File: src/hw/rtl/ess_pkg.sv
// shared types and constants of the seeded moving-average filter
// no dependencies: imported by ess_div, ema_sma_seeded_filter and tb_top
package ess_pkg;

   // word widths
   localparam int SAMPLE_W = 32;
   localparam int CNT_W    = 16;
   localparam int SUM_W    = SAMPLE_W + CNT_W;
   localparam int DELTA_W  = SAMPLE_W + 1;
   localparam int NUM_W    = SUM_W;
   localparam int DEN_W    = CNT_W + 1;
   localparam int QUO_W    = NUM_W + 1;
   localparam int ACC_W    = QUO_W + 1;

   // divider sequencing: one quotient bit per step
   localparam int DIV_STEPS = NUM_W;
   localparam int DIV_CNT_W = $clog2(DIV_STEPS);

   // configuration port
   localparam int CSR_IDX_W  = 4;
   localparam int CSR_DATA_W = CNT_W;
   localparam logic [CSR_IDX_W-1:0] REG_WINDOW_LENGTH = CSR_IDX_W'(0);
   localparam logic [CSR_IDX_W-1:0] REG_WILDER_MODE   = CSR_IDX_W'(1);
   localparam logic [CNT_W-1:0]     WINDOW_RESET      = CNT_W'(14);

   // saturation bounds of the sample range, at accumulator width
   localparam logic signed [ACC_W-1:0] ACC_SMAX =
      {{(ACC_W-SAMPLE_W+1){1'b0}}, {(SAMPLE_W-1){1'b1}}};
   localparam logic signed [ACC_W-1:0] ACC_SMIN =
      {{(ACC_W-SAMPLE_W+1){1'b1}}, {(SAMPLE_W-1){1'b0}}};

   // request to the shared divider
   typedef struct packed {
      logic                    start;
      logic signed [NUM_W-1:0] num;
      logic [DEN_W-1:0]        den;
   } div_req_type;

   // answer from the shared divider
   typedef struct packed {
      logic                    done;
      logic signed [QUO_W-1:0] quo;
   } div_rsp_type;

endpackage

File: src/hw/rtl/ess_div.sv
// iterative signed divider, rounded to nearest with ties away from zero
// depends on ess_pkg for widths and the request and answer structs
module ess_div import ess_pkg::*; (
   input  logic        clock,
   input  logic        reset,
   input  div_req_type div_req,
   output div_rsp_type div_rsp
);

   localparam logic [1:0] DV_IDLE  = 2'd0;
   localparam logic [1:0] DV_RUN   = 2'd1;
   localparam logic [1:0] DV_ROUND = 2'd2;

   logic [1:0]              state_ff, state_in;
   logic [DEN_W-1:0]        rem_ff, rem_in;
   logic [NUM_W-1:0]        quo_ff, quo_in;
   logic [DEN_W-1:0]        den_ff, den_in;
   logic                    neg_ff, neg_in;
   logic [DIV_CNT_W-1:0]    cnt_ff, cnt_in;
   logic                    done_ff, done_in;
   logic signed [QUO_W-1:0] res_ff, res_in;

   logic [NUM_W-1:0]        num_u;
   logic [DEN_W:0]          shifted;
   logic [DEN_W:0]          trial;
   logic                    fits;
   logic                    round_up;
   logic [QUO_W-1:0]        q_round;

   // one restoring step per cycle
   always_comb begin
      num_u    = div_req.num;
      shifted  = {rem_ff, quo_ff[NUM_W-1]};
      trial    = shifted - {1'b0, den_ff};
      fits     = shifted >= {1'b0, den_ff};
      round_up = {rem_ff, 1'b0} >= {1'b0, den_ff};
      q_round  = {1'b0, quo_ff} + QUO_W'(round_up);

      state_in = state_ff;
      rem_in   = rem_ff;
      quo_in   = quo_ff;
      den_in   = den_ff;
      neg_in   = neg_ff;
      cnt_in   = cnt_ff;
      done_in  = 1'b0;
      res_in   = res_ff;

      case (state_ff)
         DV_IDLE: begin
            if (div_req.start) begin
               neg_in   = num_u[NUM_W-1];
               quo_in   = num_u[NUM_W-1] ? (~num_u + NUM_W'(1)) : num_u;
               rem_in   = '0;
               den_in   = div_req.den;
               cnt_in   = '0;
               state_in = DV_RUN;
            end
         end
         DV_RUN: begin
            rem_in = fits ? trial[DEN_W-1:0] : shifted[DEN_W-1:0];
            quo_in = {quo_ff[NUM_W-2:0], fits};
            cnt_in = cnt_ff + DIV_CNT_W'(1);
            if (cnt_ff == DIV_CNT_W'(DIV_STEPS - 1)) begin
               state_in = DV_ROUND;
            end
         end
         DV_ROUND: begin
            res_in   = neg_ff ? -$signed(q_round) : $signed(q_round);
            done_in  = 1'b1;
            state_in = DV_IDLE;
         end
         default: begin
            state_in = DV_IDLE;
         end
      endcase
   end

   // control registers
   always_ff @(posedge clock) begin
      if (reset) begin
         state_ff <= DV_IDLE;
         done_ff  <= 1'b0;
      end else begin
         state_ff <= state_in;
         done_ff  <= done_in;
      end
   end

   // datapath registers
   always_ff @(posedge clock) begin
      rem_ff <= rem_in;
      quo_ff <= quo_in;
      den_ff <= den_in;
      neg_ff <= neg_in;
      cnt_ff <= cnt_in;
      res_ff <= res_in;
   end

   assign div_rsp.done = done_ff;
   assign div_rsp.quo  = res_ff;

endmodule

File: src/hw/rtl/ema_sma_seeded_filter.sv
// top level of the seeded exponential moving-average filter
// depends on ess_pkg and the shared divider ess_div
//
// Usage:
//  - req channel: req_sample (signed Q16.16) and req_series_start; a word is
//    taken when req_valid is high and req_stall low. req_stall stays high
//    while a word is being worked on.
//  - rsp channel: one word per sample, rsp_average and rsp_average_valid;
//    rsp_average reads zero while the series is still seeding.
//  - csr channel: index 0 window length n, index 1 wilder mode; csr_ready is
//    always high. Write only while the block is idle.
//  - A sample that only adds to the seed sum goes from set-up straight to
//    the output step, bypassing the divider; a new sample may follow once
//    the block is idle again.
//  - A sample that forms the seed mean or updates the average goes through
//    the shared divider, one quotient bit a cycle over 48 bits and then a
//    rounding step; the next sample is taken only after its result is written.
//  - The result sits in an output register; a stalled receiver holds it, and
//    the block still takes and works the next sample, waiting only to write
//    its result until the previous one has gone.
//  - Synchronous reset: registers return to n = 14, standard alpha, and an
//    empty series; no output word is pending.
module ema_sma_seeded_filter import ess_pkg::*; (
   input  logic                       clock,
   input  logic                       reset,
   // input channel
   input  logic                       req_valid,
   output logic                       req_stall,
   input  logic signed [SAMPLE_W-1:0] req_sample,
   input  logic                       req_series_start,
   // result channel
   output logic                       rsp_valid,
   input  logic                       rsp_stall,
   output logic signed [SAMPLE_W-1:0] rsp_average,
   output logic                       rsp_average_valid,
   // configuration channel
   input  logic                       csr_valid,
   output logic                       csr_ready,
   input  logic [CSR_IDX_W-1:0]       csr_index,
   input  logic [CSR_DATA_W-1:0]      csr_wdata
);

   localparam logic [2:0] ST_IDLE = 3'd0;
   localparam logic [2:0] ST_PREP = 3'd1;
   localparam logic [2:0] ST_LOAD = 3'd2;
   localparam logic [2:0] ST_WAIT = 3'd3;
   localparam logic [2:0] ST_POST = 3'd4;

   logic [2:0]                 state_ff, state_in;
   logic [CNT_W-1:0]           window_ff, window_in;
   logic                       wilder_ff, wilder_in;
   logic [CNT_W-1:0]           seen_ff, seen_in;
   logic signed [SUM_W-1:0]    sum_ff, sum_in;
   logic signed [SAMPLE_W-1:0] avg_ff, avg_in;
   logic                       seeded_ff, seeded_in;
   logic signed [SAMPLE_W-1:0] sample_ff, sample_in;
   logic                       start_ff, start_in;
   logic signed [NUM_W-1:0]    num_ff, num_in;
   logic [DEN_W-1:0]           den_ff, den_in;
   logic                       has_div_ff, has_div_in;
   logic                       seed_path_ff, seed_path_in;
   logic signed [QUO_W-1:0]    quo_ff, quo_in;
   logic                       rsp_valid_ff, rsp_valid_in;
   logic signed [SAMPLE_W-1:0] rsp_avg_ff, rsp_avg_in;
   logic                       rsp_avg_valid_ff, rsp_avg_valid_in;

   logic [CNT_W-1:0]           n_eff;
   logic signed [SUM_W-1:0]    sum_base;
   logic [CNT_W-1:0]           seen_base;
   logic signed [SAMPLE_W-1:0] avg_base;
   logic                       seeded_base;
   logic signed [SUM_W-1:0]    sum_next;
   logic [CNT_W-1:0]           seen_next;
   logic signed [DELTA_W-1:0]  delta;
   logic signed [NUM_W-1:0]    delta_ext;
   logic signed [ACC_W-1:0]    acc;
   logic signed [SAMPLE_W-1:0] acc_sat;
   logic                       out_free;

   div_req_type div_req;
   div_rsp_type div_rsp;

   // shared divider
   ess_div u_div (
      .clock   (clock),
      .reset   (reset),
      .div_req (div_req),
      .div_rsp (div_rsp)
   );

   assign div_req.start = (state_ff == ST_LOAD);
   assign div_req.num   = num_ff;
   assign div_req.den   = den_ff;

   // handshake outputs
   assign req_stall         = (state_ff != ST_IDLE);
   assign csr_ready         = 1'b1;
   assign rsp_valid         = rsp_valid_ff;
   assign rsp_average       = rsp_avg_ff;
   assign rsp_average_valid = rsp_avg_valid_ff;

   // datapath helpers
   always_comb begin
      n_eff       = (window_ff == '0) ? CNT_W'(1) : window_ff;
      sum_base    = start_ff ? '0 : sum_ff;
      seen_base   = start_ff ? '0 : seen_ff;
      avg_base    = start_ff ? '0 : avg_ff;
      seeded_base = start_ff ? 1'b0 : seeded_ff;
      sum_next    = sum_base + SUM_W'(sample_ff);
      seen_next   = seen_base + CNT_W'(1);
      delta       = DELTA_W'(sample_ff) - DELTA_W'(avg_base);
      delta_ext   = NUM_W'(delta);
      acc         = (seed_path_ff ? '0 : ACC_W'(avg_ff)) + ACC_W'(quo_ff);
      if (acc > ACC_SMAX) begin
         acc_sat = ACC_SMAX[SAMPLE_W-1:0];
      end else if (acc < ACC_SMIN) begin
         acc_sat = ACC_SMIN[SAMPLE_W-1:0];
      end else begin
         acc_sat = acc[SAMPLE_W-1:0];
      end
      out_free = !rsp_valid_ff || !rsp_stall;
   end

   // sequencer and next-state logic
   always_comb begin
      state_in         = state_ff;
      window_in        = window_ff;
      wilder_in        = wilder_ff;
      seen_in          = seen_ff;
      sum_in           = sum_ff;
      avg_in           = avg_ff;
      seeded_in        = seeded_ff;
      sample_in        = sample_ff;
      start_in         = start_ff;
      num_in           = num_ff;
      den_in           = den_ff;
      has_div_in       = has_div_ff;
      seed_path_in     = seed_path_ff;
      quo_in           = quo_ff;
      rsp_valid_in     = rsp_valid_ff && rsp_stall;
      rsp_avg_in       = rsp_avg_ff;
      rsp_avg_valid_in = rsp_avg_valid_ff;

      // register writes
      if (csr_valid && csr_ready) begin
         case (csr_index)
            REG_WINDOW_LENGTH: window_in = csr_wdata;
            REG_WILDER_MODE:   wilder_in = csr_wdata[0];
            default: ;
         endcase
      end

      case (state_ff)
         ST_IDLE: begin
            if (req_valid) begin
               sample_in = req_sample;
               start_in  = req_series_start;
               state_in  = ST_PREP;
            end
         end
         // clear on series start, then seed or set up the update division
         ST_PREP: begin
            avg_in    = avg_base;
            seeded_in = seeded_base;
            sum_in    = sum_base;
            seen_in   = seen_base;
            if (!seeded_base) begin
               sum_in       = sum_next;
               seen_in      = seen_next;
               num_in       = sum_next;
               den_in       = {1'b0, seen_next};
               seed_path_in = 1'b1;
               has_div_in   = (seen_next >= n_eff);
               state_in     = (seen_next >= n_eff) ? ST_LOAD : ST_POST;
            end else begin
               num_in       = wilder_ff ? delta_ext : {delta_ext[NUM_W-2:0], 1'b0};
               den_in       = wilder_ff ? {1'b0, n_eff} : ({1'b0, n_eff} + DEN_W'(1));
               seed_path_in = 1'b0;
               has_div_in   = 1'b1;
               state_in     = ST_LOAD;
            end
         end
         ST_LOAD: begin
            state_in = ST_WAIT;
         end
         ST_WAIT: begin
            if (div_rsp.done) begin
               quo_in   = div_rsp.quo;
               state_in = ST_POST;
            end
         end
         // after a division add and saturate; hand over the result word
         ST_POST: begin
            if (out_free) begin
               rsp_valid_in = 1'b1;
               if (has_div_ff) begin
                  avg_in           = acc_sat;
                  seeded_in        = 1'b1;
                  rsp_avg_in       = acc_sat;
                  rsp_avg_valid_in = 1'b1;
               end else begin
                  rsp_avg_in       = '0;
                  rsp_avg_valid_in = 1'b0;
               end
               state_in = ST_IDLE;
            end
         end
         default: begin
            state_in = ST_IDLE;
         end
      endcase
   end

   // control and state registers
   always_ff @(posedge clock) begin
      if (reset) begin
         state_ff     <= ST_IDLE;
         window_ff    <= WINDOW_RESET;
         wilder_ff    <= 1'b0;
         seen_ff      <= '0;
         sum_ff       <= '0;
         avg_ff       <= '0;
         seeded_ff    <= 1'b0;
         rsp_valid_ff <= 1'b0;
      end else begin
         state_ff     <= state_in;
         window_ff    <= window_in;
         wilder_ff    <= wilder_in;
         seen_ff      <= seen_in;
         sum_ff       <= sum_in;
         avg_ff       <= avg_in;
         seeded_ff    <= seeded_in;
         rsp_valid_ff <= rsp_valid_in;
      end
   end

   // payload registers
   always_ff @(posedge clock) begin
      sample_ff        <= sample_in;
      start_ff         <= start_in;
      num_ff           <= num_in;
      den_ff           <= den_in;
      has_div_ff       <= has_div_in;
      seed_path_ff     <= seed_path_in;
      quo_ff           <= quo_in;
      rsp_avg_ff       <= rsp_avg_in;
      rsp_avg_valid_ff <= rsp_avg_valid_in;
   end

   // an accepted word always moves the sequencer into set-up
   a_accept_prep: assert property (@(posedge clock) disable iff (reset)
      req_valid && !req_stall |=> state_ff == ST_PREP)
      else $error("accepted word did not start set-up");

   // the divider only answers while the sequencer waits for it
   a_done_in_wait: assert property (@(posedge clock) disable iff (reset)
      div_rsp.done |-> state_ff == ST_WAIT)
      else $error("divider answer outside the wait state");

   // no average is kept before the seed mean exists
   a_avg_unseeded: assert property (@(posedge clock) disable iff (reset)
      !seeded_ff |-> avg_ff == '0)
      else $error("average held while unseeded");

   // an invalid result word carries a zero average
   a_invalid_zero: assert property (@(posedge clock) disable iff (reset)
      rsp_valid_ff && !rsp_avg_valid_ff |-> rsp_avg_ff == '0)
      else $error("non-zero average on an invalid result");

endmodule

File: config.mk
export PLATFORM = sky130hd
export DESIGN_NAME = ema_sma_seeded_filter
export DESIGN_NICKNAME = d
export VERILOG_FILES = /design/src/hw/rtl/ess_pkg.sv /design/src/hw/rtl/ess_div.sv /design/src/hw/rtl/ema_sma_seeded_filter.sv
export SDC_FILE = /design/constraint.sdc
export NUM_CORES = 1
export LEC_CHECK = 0
export BUFFER_PORTS_ARGS = -buffer_cell sky130_fd_sc_hd__buf_2
export CORE_ASPECT_RATIO = 1.5
export CORE_MARGIN = 5
export CORE_UTILIZATION = 44
export CTS_BUF_LIST = sky130_fd_sc_hd__clkbuf_4
export CTS_CLUSTER_SIZE = 20
export DETAILED_ROUTE_END_ITERATION = 10
export GPL_ROUTABILITY_DRIVEN = 1
export SLEW_MARGIN = 20
export SYNTH_ARGS = -nofsm -noshare
export SYNTH_HDL_FRONTEND = slang
export SYNTH_SLANG_ARGS = --single-unit
File: constraint.sdc
create_clock -name clock -period 9.04 [get_ports clock]
set_input_delay 0.452 -clock clock [delete_from_list [all_inputs] [get_ports clock]]
set_output_delay 0.452 -clock clock [all_outputs]
set_load 0.01 [all_outputs]
==> impl_metrics.yaml, run 1 <==
synth:
  netlist_area_sq_um: 29310
  synth_edf_count: 320
  syn_inst: 3228
  syn_avg_cell_area_sq_um: 9.079
  yosys.area.top_type_share_pct: 32.79
  synth-seq-cells: 441
  syn_nets: 3457
  async_flop_share_pct: 0
  synth_area_leaders: "edfxtp_1 (33%), dfxtp_1 (8.3%), ha_1 (7.1%)"
  ys_types: 101
  yosysSeqAreaShare_pct: 41.06
  synth_ff_type: "edfxtp_1"
  ys_warn_count: 0
  yosysTopAreaCell: "edfxtp_1"
sta:
  fin_crit_sh_pct: 70.37
  tightest_slew_ps: 1090
  worst_slack_ps: 2679
  slew_viol_final: 0
  clock.fmax_ghz: 0.1572
  relSlewSlack_pct: 27.31
  hold_slack_ps: 217.3
  rsz0062_at_grt: "no"
  finalHoldViolations: 0
  setup_viol: 0
  worst_clock_skew_ps: 117.1
  period_needed_ps: 6361
  setup_tns_ps: 0
final_layout:
  fin_nets: 3601
  drive_gt1_share_pct: 10.85
  area_growth_pct: 11.60
  seqCellArea_sq_um: 12030
  multi_input_area_sq_um: 16360
  fill_cells: 6339
  layout_common_cells: "nand2_1 (404), edfxtp_1 (320), a21oi_1 (286)"
  mostFrequentLayoutCell: "nand2_1"
  design_area_sq_um: 32710
pwr:
  pwr_density_cell_nw_per_um2: 144.9
  ir_drop_mv: 0.09100
  p_leak_uw: 0.01233
drt:
  vias_per_cell: 5.656
  ant_nets: 0
  wl_per_cell_um: 18.83
  first_pass_iters: 6
  routed_wl_um: 82010
  drt_iter0_markers: 1760
  drc: 0
  vias: 24630
floorplanning:
  floorplan.rows: 116
  die_y_um: 326.1
  core_area_sq_um: 66330
  floorplan.initialDensity_pct: 44.18
  dieArea_sq_um: 71970
  fp.dieW_um: 220.7
  ios: 94
placed_design:
  place_area_sq_um: 30530
  gp_congestion: 0.9444
  dp_hpwl_um: 61900
  place_ws_ps: 2735
  numPortBuffers: 92
critical_path:
  cp.required_ps: 9610
  r2r_end: "u_div.res_ff[48]"
  crit_family: "simple AND/OR/NAND/NOR gates"
  cp-end-kind: "register"
  path_buf_inv: 1
  cp_data_arrival_time_ps: 6930
  crit_path_max_incr_delay_ps: 550
  ff2ff_setup_slack_ps: 2680
  crit_type: "register to register"
  start_kind: "register"
  crit_slowest_cell: "nor4_1"
  worstPathMaxFanout: 6
  worstReg2RegStart: "u_div.rem_ff[10]"
  crit_top_cell: "ha_1"
  reg2reg_depth: 21
  crit_chain: "ha_1 -> a21o_1 -> a21o_1 -> a21oi_1 -> nor2_1 -> a2111oi_0 -> nand2_1 -> ha_1 -> ha_1 -> inv_1 -> o21ai_0 -> mux2_2 -> o32a_1 -> nor4_1 -> nand3b_1 -> nor3_2 -> nand2b_1 -> nand2b_2 -> or3_4 -> o31ai_2 -> xnor2_1"
cts:
  cts_hold_buf: 65
  clk_latency_ps: 910
  cts.path.max_buffers: 3
  cts_sinks: 441
  cts_resized: 0
  cts_setup_buffers: 0
  cts_root_buffer: "clkbuf_4"
  cts_htree_levels: 3
  path_clk_slew_ps: 70
  cts_tree: "done"
  numCtsBuffers: 108
global_route:
  grt_pass1_wl_um: 130400
  grt_max_degree: 89
  grt.met2_usage_pct: 40.12
  grt_usage_pct: 22.43
  grt_overflow: 0
  grt_util_met1_pct: 27.20
  grt_use_met3_pct: 2.966
  grt_pass1_vias: 24670
  antenna_found_initial: 3
  grt-busiest-layer: "met2"
worst_hold_path:
  hold_path_class: "input port to register"
  hold_depth: 4
  worstHoldStart: "req_valid"
  min_to: "state_ff[0]"
outcome:
  status: "finished, final reports clean"
flow_run:
  drv_cap: 0
-- report_power, final --
group	total (uW)	switching [uW]	internal [uW]
Combinational	660	404	256
Clock	1750	827	921
Sequential	2330	67.3	2260
Total	4740	1300	3440
-- logic make-up after synthesis --
kind of cell | Yosys count | share of synthesized area (%)
AND/OR/NAND/NOR | 1160 | 19.53
other | 1 | 0.01280
multiplexers | 23 | 0.7941
AO/OA/AOI/OAI | 892 | 19.10
XOR/XNOR | 291 | 8.697
adder cells (fa/ha/maj) | 171 | 7.403
flip-flops | 441 | 41.06
buffers and inverters | 249 | 3.411
-- registers in the layout (all words and copies together), names as in the netlist, 32 cells and up --
signal and cells:
quo_ff 49, u_div.res_ff 49, num_ff 48, sum_ff 48, u_div.quo_ff 48, avg_ff 32
rsp_average 32, sample_ff 32
-- tightest hold or removal path: stages --
cell and delay, ps:
buf_2 70, inv_1 120, a2bb2oi_1 160, nor3_1 150
-- layer usage --
layer | routed length (um) | vias up | part of all wire [%]
li1 | - | 12050 | -
met1 | 34170 | 11810 | 42
met2 | 41920 | 612 | 51
met3 | 3040 | 155 | 3.7
met4 | 2877 | 0 | 3.5
met5 | 0 | - | 0
-- cell usage after synthesis (all sizes together), types with 35 or more instances --
| cell type | n |
|---|---|
| a211oi | 36 |
| a21o | 83 |
| a21oi | 292 |
| a31oi | 35 |
| clkbuf | 123 |
| dfxtp | 121 |
| edfxtp | 320 |
| ha | 167 |
| inv | 96 |
| nand2 | 406 |
| nand2b | 61 |
| nand3 | 72 |
| nand4 | 45 |
| nor2 | 236 |
| nor2b | 129 |
| nor3 | 56 |
| o21ai | 230 |
| o31ai | 35 |
| xnor2 | 148 |
| xor2 | 143 |
-- stage by stage --
stage | utilization (%) | std cells | power, uW
6_report | 49.31 | 4354 | 4740
4_1_cts | 49.24 | 4348 | 4804
5_1_grt | 49.31 | 4354 | 4996
3_5_place_dp | 46.03 | 4080 | 3012
2_1_floorplan | - | 3228 | 2821
3_3_place_gp | 46.02 | 4080 | 2995
-- area by class of cell --
class | count | area share (%)
antenna | 4 | 0.03061
clock buffer | 172 | 3.948
clock inverter | 31 | 0.5662
inverter | 96 | 1.102
multi-input combinational | 2538 | 50.02
sequential | 441 | 36.79
tap | 885 | 3.386
timing repair buffer | 187 | 4.162
-- worst max-delay path by stage --
| stage | from | end | slack [ps] | cells after the start |
|---|---|---|---|---|
| CTS | u_div.rem_ff[10] | u_div.res_ff[44] | 2620 | 21 |
| global placement | u_div.rem_ff[2] | u_div.res_ff[44] | 2870 | 25 |
| floorplan | u_div.rem_ff[2] | u_div.res_ff[44] | 3740 | 25 |
| global route | u_div.rem_ff[10] | u_div.res_ff[44] | 2230 | 21 |
| finish | u_div.rem_ff[10] | u_div.res_ff[48] | 2680 | 21 |
| detailed placement | u_div.rem_ff[10] | u_div.res_ff[44] | 2740 | 21 |
Power figures use the tool's default switching activity.
==> run 2, diff against run 1 <==
clock period = 6.5 ns   (was 9.04 ns; I/O delays follow)
==> run 2 against run 1 <==
- total power is 39% higher
- sequential power rose by 39%
- via count down 0.70%
- clock skew shrank 32 ps
- count of clock-buffer cells in the layout decreased by 22
- flip-flop and latch count did not move
- core utilization is 0.15 points higher
- design area is 0.30% higher
- first-iteration DRC count fell by 20%
==> impl_metrics.yaml, run 2 (synthesized netlist as in run 1, its figures left out) <==
global_route:
  grt_max_degree: 95
  grt_usage_pct: 22.05
  antenna_found_initial: 3
  grt_pass1_wl_um: 127600
  grt_overflow: 0
  grt_pass1_vias: 24280
sta:
  tightest_slew_ps: 1069
  period_needed_ps: 6080
  setup_tns_ps: 0
  relSlewSlack_pct: 28.70
  worst_clock_skew_ps: 84.74
  fin_crit_sh_pct: 93.54
  hold_slack_ps: 111.5
  finalHoldViolations: 0
  slew_viol_final: 0
  setup_viol: 0
  clock.fmax_ghz: 0.1645
  rsz0062_at_grt: "no"
worst_hold_path:
  hold_path_class: "input port to register"
final_layout:
  drive_gt1_share_pct: 10.74
  fin_util_pct: 49.45
  area_growth_pct: 11.93
  layout_common_cells: "nand2_1 (404), edfxtp_1 (320), a21oi_1 (286)"
  mostFrequentLayoutCell: "nand2_1"
  fin_nets: 3612
  reg_top3: "quo_ff x49, u_div.res_ff x49"
floorplanning:
  floorplan.rows: 116
  core_area_sq_um: 66330
  die_y_um: 326.1
  floorplan.initialDensity_pct: 44.18
  dieArea_sq_um: 71970
  fp.dieW_um: 220.7
  ios: 94
critical_path:
  path_buf_inv: 1
  crit_top_cell: "ha_1"
  crit_slowest_cell: "a2111oi_0"
  cp.required_ps: 7080
  crit_chain: "ha_1 -> a21o_1 -> a21o_1 -> a21oi_1 -> nor2_1 -> a2111oi_0 -> nand2_1 -> ha_1 -> ha_1 -> inv_1 -> o21ai_0 -> mux2_2 -> o32a_1 -> nor4_2 -> nand3b_1 -> nor3_2 -> nand2b_1 -> nand2b_2 -> or3_4 -> o31ai_2 -> xnor2_1"
  crit_type: "register to register"
  start_kind: "register"
  crit_family: "simple AND/OR/NAND/NOR gates"
  crit_path_max_incr_delay_ps: 540
  worstPathMaxFanout: 6
  cp-end-kind: "register"
  cp_data_arrival_time_ps: 6660
pwr:
  p_leak_uw: 0.01235
  pwr_density_cell_nw_per_um2: 201.0
  ir_drop_mv: 0.1376
drt:
  wl_per_cell_um: 18.60
  vias: 24450
  vias_per_cell: 5.606
  ant_nets: 0
  drc: 0
  drt_iter0_markers: 1406
  routed_wl_um: 81150
  first_pass_iters: 6
placed_design:
  dp_hpwl_um: 61660
  gp_congestion: 0.8937
  numPortBuffers: 92
cts:
  cts_tree: "done"
  clk_latency_ps: 910
  path_clk_slew_ps: 70
  cts_sinks: 441
  cts_htree_levels: 3
  numCtsBuffers: 108
  cts.path.max_buffers: 3
  cts_root_buffer: "clkbuf_4"
flow_run:
  drv_cap: 0
outcome:
  status: "finished, final reports clean"
-- run 2: cell types whose count changed in the layout (fill, tap and decap cells not counted), sizes merged --
cell | before | now
clkbuf | 172 | 150
clkinv | 26 | 40
buf | 121 | 127
dlygate4sd3 | 66 | 71
clkinvlp | 0 | 3
bufinv | 2 | 4
diode | 4 | 3
inv | 99 | 100
-- run 2: layout make-up --
class / instances / area [sq um]
multi-input combinational: 2538 / 16360
inverter: 96 / 360.3
fill: 6334 / 33530
sequential: 441 / 12030
tap: 885 / 1107
antenna: 3 / 7.507
clock inverter: 51 / 340.3
clock buffer: 150 / 1126
timing repair buffer: 198 / 1469
-- run 2: metal layers --
metal	track usage [%]	vias up	wire length (um)
met5	0	-	13
met4	10.56	2	3949
met3	3.635	221	3733
met2	38.30	610	40300
met1	26.34	11560	33160
li1	-	12060	-
-- run 2: report_power, final --
part	switching, uW	internal [uW]	total, uW
Clock	1190	1250	2430
Sequential	92.2	3150	3240
Combinational	563	358	920
-- run 2: what timing repair did --
action,in CTS,in global routing
gates resized for setup,0,1
hold endpoints to repair,109,0
hold buffers,71,0
buffers inserted,0,0
setup endpoints to repair,0,3
-- run 2: tightest hold or removal path: stages --
cell     delay (ps)
buf_2            70
nor4b_1          60
nor2b_1         130
buf_4           190
nand2_1          90
a21oi_1          60
-- run 2: path summary, 6_finish.rpt --
path	depth (start not counted)	end	slack [ps]	from
worst max-delay path	21	u_div.res_ff[44]	420	u_div.rem_ff[10]
worst max register to register	21	u_div.res_ff[44]	420	u_div.rem_ff[10]
worst min-delay path	6	window_ff[15]	110	csr_index[1]
worst min register to register	0	quo_ff[1]	410	u_div.res_ff[1]
-- run 2: through the flow --
stage	power, uW	instance area [sq um]	setup WS, ps	cells
3_3_place_gp	4167	30580	415.9	4086
5_1_grt	6947	32800	23.40	4362
4_1_cts	6692	32760	192.4	4358
6_report	6592	32800	420.0	4362
2_1_floorplan	3923	29310	1196	3228
3_5_place_dp	4189	30580	310.7	4086
